--- src/rtl/core/snr_pkg.sv ---
// ----------------------------------------------------------------------------
// snr_pkg
// Shared types and constants of the stochastic row normalizer.
// ----------------------------------------------------------------------------
package snr_pkg;

  localparam int unsigned MaxDegrees = 64;

  localparam int unsigned EntryW = 24;
  localparam int unsigned SumW   = 31;
  localparam int unsigned TotW   = 30;
  localparam int unsigned TolW   = 16;
  localparam int unsigned RowLenW = 7;
  localparam int unsigned CfgDataW = 16;
  localparam int unsigned DivW   = 30;
  localparam int unsigned DvdW   = 40;
  localparam int unsigned DivSteps = 40;
  localparam int unsigned StepW  = 6;

  localparam int OneQ16  = 65536;
  localparam int ProbMax = 8388607;
  localparam int AccMax  = 1073741823;
  localparam int AccMin  = -1073741824;
  localparam int TotMax  = 536870911;
  localparam int TotMin  = -536870912;

  localparam logic [RowLenW-1:0] RowLengthRst = 7'd64;
  localparam logic [TolW-1:0]    ToleranceRst = 16'd66;

  localparam logic CfgRowLength = 1'b0;
  localparam logic CfgTolerance = 1'b1;

  typedef enum logic [2:0] {
    StIdle,
    StRead,
    StLoad,
    StDiv,
    StEmit
  } snr_state_e;

endpackage

--- src/rtl/core/snr_ram.sv ---
// ----------------------------------------------------------------------------
// snr_ram
// Generic single-write, single-read synchronous RAM with registered read.
// ----------------------------------------------------------------------------
module snr_ram #(
  parameter int unsigned WIDTH = 24,
  parameter int unsigned DEPTH = 64,
  localparam int unsigned AW = (DEPTH > 1) ? $clog2(DEPTH) : 1
) (
  input  logic             clk_i,
  input  logic             we_i,
  input  logic [AW-1:0]    waddr_i,
  input  logic [WIDTH-1:0] wdata_i,
  input  logic [AW-1:0]    raddr_i,
  output logic [WIDTH-1:0] rdata_o
);

  logic [WIDTH-1:0] mem_q [DEPTH];

  always_ff @(posedge clk_i) begin
    if (we_i) begin
      mem_q[waddr_i] <= wdata_i;
    end
    rdata_o <= mem_q[raddr_i];
  end

endmodule

--- src/rtl/core/stochastic_row_normalizer.sv ---
// ----------------------------------------------------------------------------
// stochastic_row_normalizer
// Stores one matrix row of signed Q8.16 weights, sums it, then emits each
// weight divided by the row sum (uniform value if the sum is not positive).
//
//   channel   handshake                  payload
//   --------  -------------------------  -----------------------------------
//   entry     start_i / busy_o           entry_value_i
//   result    result_valid_o (strobe)    prob_value_o, row_total_o,
//                                        row_ok_o, last_of_row_o
//   config    cfg_valid_i / cfg_ready_o  cfg_index_i, cfg_data_i
//
// A closing entry raises busy_o until all n results of the row are out, n the
// row length: per result a RAM read state, a divider load state, 40 restoring
// divide steps and an output state. The row store holds no reset; counters and
// control registers clear on rst_ni, the divider registers do not.
// The receiver cannot stall; each result strobe lasts one cycle.
// ----------------------------------------------------------------------------
module stochastic_row_normalizer #(
  parameter int unsigned MAX_DEGREES = snr_pkg::MaxDegrees
) (
  input  logic                                clk_i,
  input  logic                                rst_ni,
  input  logic                                start_i,
  output logic                                busy_o,
  input  logic signed [snr_pkg::EntryW-1:0]   entry_value_i,
  output logic                                result_valid_o,
  output logic signed [snr_pkg::EntryW-1:0]   prob_value_o,
  output logic signed [snr_pkg::TotW-1:0]     row_total_o,
  output logic                                row_ok_o,
  output logic                                last_of_row_o,
  input  logic                                cfg_valid_i,
  output logic                                cfg_ready_o,
  input  logic                                cfg_index_i,
  input  logic [snr_pkg::CfgDataW-1:0]        cfg_data_i
);

  localparam int unsigned CW = $clog2(MAX_DEGREES + 1);
  localparam int unsigned AW = (MAX_DEGREES > 1) ? $clog2(MAX_DEGREES) : 1;
  localparam int unsigned EW = (CW > snr_pkg::RowLenW) ? CW : snr_pkg::RowLenW;
  localparam logic [EW-1:0] MaxEw = EW'(MAX_DEGREES);

  snr_pkg::snr_state_e state_q, state_d;

  logic [snr_pkg::RowLenW-1:0]     row_len_q;
  logic [snr_pkg::TolW-1:0]        tolerance_q;
  logic [CW-1:0]                   count_q;
  logic signed [snr_pkg::SumW-1:0] sum_q;
  logic signed [snr_pkg::SumW-1:0] total_q;
  logic [CW-1:0]                   n_q;
  logic [AW-1:0]                   k_q;
  logic [snr_pkg::DivW-1:0]        rem_q;
  logic [snr_pkg::DvdW-1:0]        dq_q;
  logic [snr_pkg::DivW-1:0]        div_q;
  logic                            neg_q;
  logic [snr_pkg::StepW-1:0]       step_q;

  logic                            accept;
  logic                            closing;
  logic [EW-1:0]                   rl_ext;
  logic [EW-1:0]                   eff_len;
  logic [EW-1:0]                   cnt_inc;
  logic signed [31:0]              sum_wide;
  logic signed [snr_pkg::SumW-1:0] sum_d;
  logic                            last;
  logic                            div_done;
  logic [snr_pkg::EntryW-1:0]      rd_data;
  logic [snr_pkg::EntryW-1:0]      mag;
  logic                            pos_total;
  logic [snr_pkg::DivW:0]          trial;
  logic [snr_pkg::DivW:0]          diff;
  logic                            ge;
  logic signed [31:0]              sum_dev;
  logic [31:0]                     sum_dev_abs;
  logic                            wr_en;

  snr_ram #(
    .WIDTH (snr_pkg::EntryW),
    .DEPTH (MAX_DEGREES)
  ) u_row_ram (
    .clk_i   (clk_i),
    .we_i    (wr_en),
    .waddr_i (count_q[AW-1:0]),
    .wdata_i (entry_value_i),
    .raddr_i (k_q),
    .rdata_o (rd_data)
  );

  assign cfg_ready_o = 1'b1;
  assign accept      = start_i && !busy_o;
  assign wr_en       = accept && (count_q < CW'(MAX_DEGREES));

  assign rl_ext  = EW'(row_len_q);
  assign eff_len = (rl_ext == '0) ? EW'(1) : ((rl_ext > MaxEw) ? MaxEw : rl_ext);
  assign cnt_inc = EW'(count_q) + EW'(1);
  assign closing = accept && (cnt_inc >= eff_len);

  always_comb begin
    sum_wide = 32'(sum_q) + 32'(entry_value_i);
    if (sum_wide > snr_pkg::AccMax) begin
      sum_d = snr_pkg::SumW'(snr_pkg::AccMax);
    end else if (sum_wide < snr_pkg::AccMin) begin
      sum_d = snr_pkg::SumW'(snr_pkg::AccMin);
    end else begin
      sum_d = sum_wide[snr_pkg::SumW-1:0];
    end
  end

  assign last      = (CW'(k_q) == (n_q - CW'(1)));
  assign div_done  = (step_q == snr_pkg::StepW'(snr_pkg::DivSteps - 1));
  assign pos_total = (total_q > 0);
  assign mag       = rd_data[snr_pkg::EntryW-1] ? (~rd_data + 24'd1) : rd_data;

  assign trial = {rem_q, dq_q[snr_pkg::DvdW-1]};
  assign diff  = trial - {1'b0, div_q};
  assign ge    = (trial >= {1'b0, div_q});

  // next state
  always_comb begin
    state_d = state_q;
    case (state_q)
      snr_pkg::StIdle: if (closing) state_d = snr_pkg::StRead;
      snr_pkg::StRead: state_d = snr_pkg::StLoad;
      snr_pkg::StLoad: state_d = snr_pkg::StDiv;
      snr_pkg::StDiv:  if (div_done) state_d = snr_pkg::StEmit;
      snr_pkg::StEmit: state_d = last ? snr_pkg::StIdle : snr_pkg::StRead;
      default:         state_d = snr_pkg::StIdle;
    endcase
  end

  // handshake outputs
  always_comb begin
    busy_o         = 1'b1;
    result_valid_o = 1'b0;
    case (state_q)
      snr_pkg::StIdle: busy_o = 1'b0;
      snr_pkg::StEmit: result_valid_o = 1'b1;
      default: begin
        busy_o         = 1'b1;
        result_valid_o = 1'b0;
      end
    endcase
  end

  always_ff @(posedge clk_i or negedge rst_ni) begin
    if (!rst_ni) begin
      state_q     <= snr_pkg::StIdle;
      row_len_q   <= snr_pkg::RowLengthRst;
      tolerance_q <= snr_pkg::ToleranceRst;
      count_q     <= '0;
      sum_q       <= '0;
      total_q     <= '0;
      n_q         <= '0;
      k_q         <= '0;
    end else begin
      state_q <= state_d;
      if (cfg_valid_i && cfg_ready_o) begin
        case (cfg_index_i)
          snr_pkg::CfgRowLength: row_len_q   <= cfg_data_i[snr_pkg::RowLenW-1:0];
          snr_pkg::CfgTolerance: tolerance_q <= cfg_data_i;
          default: ;
        endcase
      end
      if (accept) begin
        if (closing) begin
          count_q <= '0;
          sum_q   <= '0;
          total_q <= sum_d;
          n_q     <= cnt_inc[CW-1:0];
          k_q     <= '0;
        end else begin
          count_q <= count_q + CW'(1);
          sum_q   <= sum_d;
        end
      end
      if (state_q == snr_pkg::StEmit && !last) begin
        k_q <= k_q + AW'(1);
      end
    end
  end

  // divider datapath
  always_ff @(posedge clk_i) begin
    if (state_q == snr_pkg::StLoad) begin
      rem_q  <= '0;
      step_q <= '0;
      dq_q   <= pos_total ? {mag, 16'd0} : snr_pkg::DvdW'(snr_pkg::OneQ16);
      div_q  <= pos_total ? total_q[snr_pkg::DivW-1:0] : snr_pkg::DivW'(n_q);
      neg_q  <= pos_total && rd_data[snr_pkg::EntryW-1];
    end else if (state_q == snr_pkg::StDiv) begin
      rem_q  <= ge ? diff[snr_pkg::DivW-1:0] : trial[snr_pkg::DivW-1:0];
      dq_q   <= {dq_q[snr_pkg::DvdW-2:0], ge};
      step_q <= step_q + snr_pkg::StepW'(1);
    end
  end

  // result payload
  always_comb begin
    if (!neg_q) begin
      if (dq_q > snr_pkg::DvdW'(snr_pkg::ProbMax)) begin
        prob_value_o = 24'sh7FFFFF;
      end else begin
        prob_value_o = $signed(dq_q[snr_pkg::EntryW-1:0]);
      end
    end else begin
      if (dq_q > snr_pkg::DvdW'(snr_pkg::ProbMax)) begin
        prob_value_o = 24'sh800000;
      end else begin
        prob_value_o = $signed(~dq_q[snr_pkg::EntryW-1:0] + 24'd1);
      end
    end
  end

  always_comb begin
    if (total_q > snr_pkg::TotMax) begin
      row_total_o = snr_pkg::TotW'(snr_pkg::TotMax);
    end else if (total_q < snr_pkg::TotMin) begin
      row_total_o = snr_pkg::TotW'(snr_pkg::TotMin);
    end else begin
      row_total_o = total_q[snr_pkg::TotW-1:0];
    end
  end

  assign sum_dev       = 32'(total_q) - 32'(snr_pkg::OneQ16);
  assign sum_dev_abs   = sum_dev[31] ? $unsigned(-sum_dev) : $unsigned(sum_dev);
  assign row_ok_o      = (sum_dev_abs <= 32'(tolerance_q));
  assign last_of_row_o = last;

endmodule

--- config.mk ---
export PLATFORM = sky130hd
export DESIGN_NAME = stochastic_row_normalizer
export DESIGN_NICKNAME = d
export VERILOG_FILES = /design/src/rtl/core/snr_pkg.sv /design/src/rtl/core/snr_ram.sv /design/src/rtl/core/stochastic_row_normalizer.sv
export SDC_FILE = /design/constraint.sdc
export NUM_CORES = 2
export LEC_CHECK = 0
export BUFFER_PORTS_ARGS = -buffer_cell sky130_fd_sc_hd__buf_2
export CAP_MARGIN = 20
export CORE_ASPECT_RATIO = 1.2
export CORE_MARGIN = 8
export CORE_UTILIZATION = 35
export CTS_CLUSTER_DIAMETER = 100
export DETAILED_ROUTE_END_ITERATION = 10
export PLACE_DENSITY = 0.53
export SLEW_MARGIN = 0
export SYNTH_ARGS = -nofsm -noshare
export SYNTH_HDL_FRONTEND = slang
export SYNTH_HIERARCHICAL = 1
export SYNTH_SLANG_ARGS = --single-unit
--- constraint.sdc ---
create_clock -name clk_i -period 4.34 [get_ports clk_i]
set_input_delay 0.434 -clock clk_i [delete_from_list [all_inputs] [get_ports clk_i]]
set_output_delay 0.434 -clock clk_i [all_outputs]
set_load 0.03 [all_outputs]
==> results.json <==
{
  "fin_ws_ps": -137,
  "crit_family": "simple AND/OR/NAND/NOR gates",
  "hold_slack_ps": 81.6,
  "netlist_area_um2": 74700,
  "drt_iter0_drc": 4012,
  "ys_seq_elements": 1775,
  "required_ps": 3910,
  "place.port_buffers": 102,
  "critical-path-max-stage-delay_ps": 610,
  "met2_usage_pct": 29.0,
  "crit_fanout": 6,
  "maxCapViolCount": 0,
  "status": "finished with violations",
  "antenna_found_initial": 13,
  "worst-path-buf-inv": 1,
  "synth_cell_type_count": 91,
  "critPathKind": "reg2out",
  "fin_crit_sh_pct": 103,
  "via_count": 41600,
  "nFillCells": 19100,
  "r2r_start": "sum_q[0]",
  "top_usage_layer": "met2",
  "period_minus_slack_ps": 4480,
  "grt_overflow": 0,
  "cp-startpoint": "total_q[6]",
  "power_density_nw_per_um2": 395,
  "synthFlopType": "edfxtp_1",
  "critPathCaptureType": "output pin",
  "drt_first_pass_iters": 7,
  "die_x_um": 438,
  "clock_path_buffers": 3,
  "dp.cells": 7353,
  "drive_gt1_share_pct": 23.6,
  "synth_top_area_share_pct": 64.6,
  "syn_inst": 4445,
  "arrival_ps": 4040,
  "avgViaCountPerCell": 5.40,
  "clk_pin_slew_ps": 70,
  "ys_warn_count": 6,
  "core-area_um2": 212000,
  "worstMarginPinSlew_ps": 1070,
  "cp-start-kind": "flip-flop",
  "async_flop_share_pct": 6.08,
  "hold_path.class": "in2reg",
  "start_util_pct": 35.2,
  "dieArea_um2": 228000,
  "final_common_cell": "edfxtp_1",
  "post-place-ws_ps": 114,
  "ys_seq_area_share_pct": 69.9,
  "cts_made_buffers": 175,
  "synth_nets": 4588,
  "max_slew_margin_pct": 28.5,
  "p_leak_nw": 28.4,
  "io_pins": 104,
  "drt_wl_total_mm": 206,
  "rsz0062_at_grt": "true",
  "fin_area_um2": 85700,
  "finalClockSkew_ps": 36.2,
  "syn_avg_cell_area_um2": 16.8,
  "grt_use_total_pct": 17.7,
  "setup_violations": 1,
  "yosys-top-cells-area": "edfxtp_1, mux4_2, dfrtp_1",
  "wl_per_cell_um": 26.7,
  "cts_root_buffer": "clkbuf_16",
  "met3_usage_pct": 2.62,
  "fin_nets": 4906,
  "die_h_um": 522,
  "yosysTopAreaCell": "edfxtp_1",
  "hpwl_mm": 131,
  "grt_max_degree": 97,
  "drc": 0,
  "ir_drop_v": 0.000326,
  "max_freq_mhz": 223,
  "rrSetupSlack_ps": 480,
  "synth_edf_count": 1607,
  "htreeDepth": 4,
  "grtUsageMet1_pct": 24.5,
  "ant_nets": 0,
  "hold_viol": 0,
  "p_total_w": 0.0338,
  "layout_common_cells": "edfxtp_1, mux4_2, nand2_1",
  "syn2layout_area_growth_pct": 14.9,
  "grt_pass1_vias": 41900,
  "cts.sinks": 1775,
  "fin_cells": 7716,
  "violations": "negative setup slack",
  "placed_cell_area_um2": 79800,
  "rows": 185,
  "worstPathCellList": "nor4_4 -> and3_1 -> a21oi_1 -> xor2_1 -> ha_1 -> nand4_1 -> or4_4 -> a2111oi_4 -> buf_6",
  "maxSlewViolCount": 0,
  "hp-start": "entry_value_i[4]",
  "grt_pass1_wl_mm": 298,
  "place_congestion": 0.853,
  "clk_latency_ps": 820,
  "slowest_stage": "or4_4",
  "cts_tree": "yes"
}
## Yosys cell counts, drive strengths merged (6+ instances only)
cell and n:
dfrtp 105, dfxtp 60, xnor2 51, ha 96
a221oi 55, a31oi 23, buf 117, o21a 27
mux4 355, edfxtp 1607, clkbuf 125, xor2 72
a21o 21, mux2 79, or4 10, nor4 14
nor2 215, o211ai 9, nor2b 36, nand2b 24
or2 9, a21oi 138, a211oi 13, nand2 325
a22oi 33, nor3 34, a21boi 6, o22ai 57
o21ai 198, o41ai 9, a22o 9, a41oi 6
o31ai 46, inv 90, or3 17, nand4 35
mux2i 121, and2 38, and3 25, a32oi 7
nand3 62
## flip-flops by register name (all words and copies together), names as in the netlist
name / count
dq_q: 40
n_q: 7
state_q: 3
tolerance_q: 16
rem_q: 30
count_q: 7
k_q: 6
u_row_ram/mem_q: 1536
rl_ext: 7
u_row_ram/rdata_o: 24
sum_q: 31
neg_q: 1
total_q: 31
step_q: 6
div_q: 30
## final cells by class
class / instances / area [um2] / share of cell area, %
Tap cell: 2805 / 3510 / 4.09
Clock inverter: 92 / 776 / 0.905
Inverter: 92 / 345 / 0.403
Antenna cell: 7 / 17.5 / 0.0204
Multi-Input combinational cell: 2336 / 21300 / 24.9
Sequential cell: 1775 / 52200 / 60.9
Timing Repair Buffer: 383 / 2930 / 3.41
Clock buffer: 226 / 4640 / 5.41
## final timing paths
check / end / cells after the start
setup / recovery: row_ok_o / 9
hold / removal: u_row_ram/mem_q[48][4] / 1
setup reg to reg: total_q[23] / 12
hold reg to reg: step_q[1] / 2
max in group asynchronous: rl_ext[6] / 3
min in group asynchronous: k_q[1] / 2
## worst reg2reg max path: cells and delay by family, from the launching register on
family                   cells  cell delay [ps]
AO/OA/AOI/OAI                4             1280
AND/OR/NAND/NOR              4              900
buffers and inverters        1               70
multiplexers                 1              510
adder cells (fa/ha/maj)      2              610
flip-flops                   1              400
## cell families after synthesis
group                      synth area share, %
DFF                                       69.9
and+or+nand+nor                           5.43
AOI/OAI and AO/OA                         5.98
muxes                                     13.5
buffers and inverters                     2.05
xor gates and xnor gates                  1.44
adders and majority gates                 1.69
other                                  0.00502
## what timing repair did
item / 4_1_cts / 5_1_grt
resized for setup: 23 / 17
setup endpoints to repair: 4 / 4
setup buffers: 7 / 8
hold endpoints to repair: 85 / 0
pin swaps: 14 / 8
hold buffers: 23 / 0
## where the power goes
group / switching, W / total [W] / internal [W] / leakage (nW)
clock network: 0.00656 / 0.0145 / 0.00797 / 2.64
logic: 0.000503 / 0.000646 / 0.000142 / 9.34
registers: 0.0000190 / 0.0187 / 0.0186 / 16.4
total: 0.00708 / 0.0338 / 0.0268 / 28.4
## metrics by stage
stage,util [%],setup TNS (ps)
after floorplan,-,0
after global placement,37.7,0
after detailed placement,37.7,0
after CTS,40.4,-266
after global routing,40.5,-362
final,40.5,-137
## per-layer routing
metal  vias up  wire length (um)
li1      18300                 -
met1     21700             89200
met2      1343             97700
met3       284             12800
met4         6              6560
met5         -                41
Power figures use the tool's default switching activity.
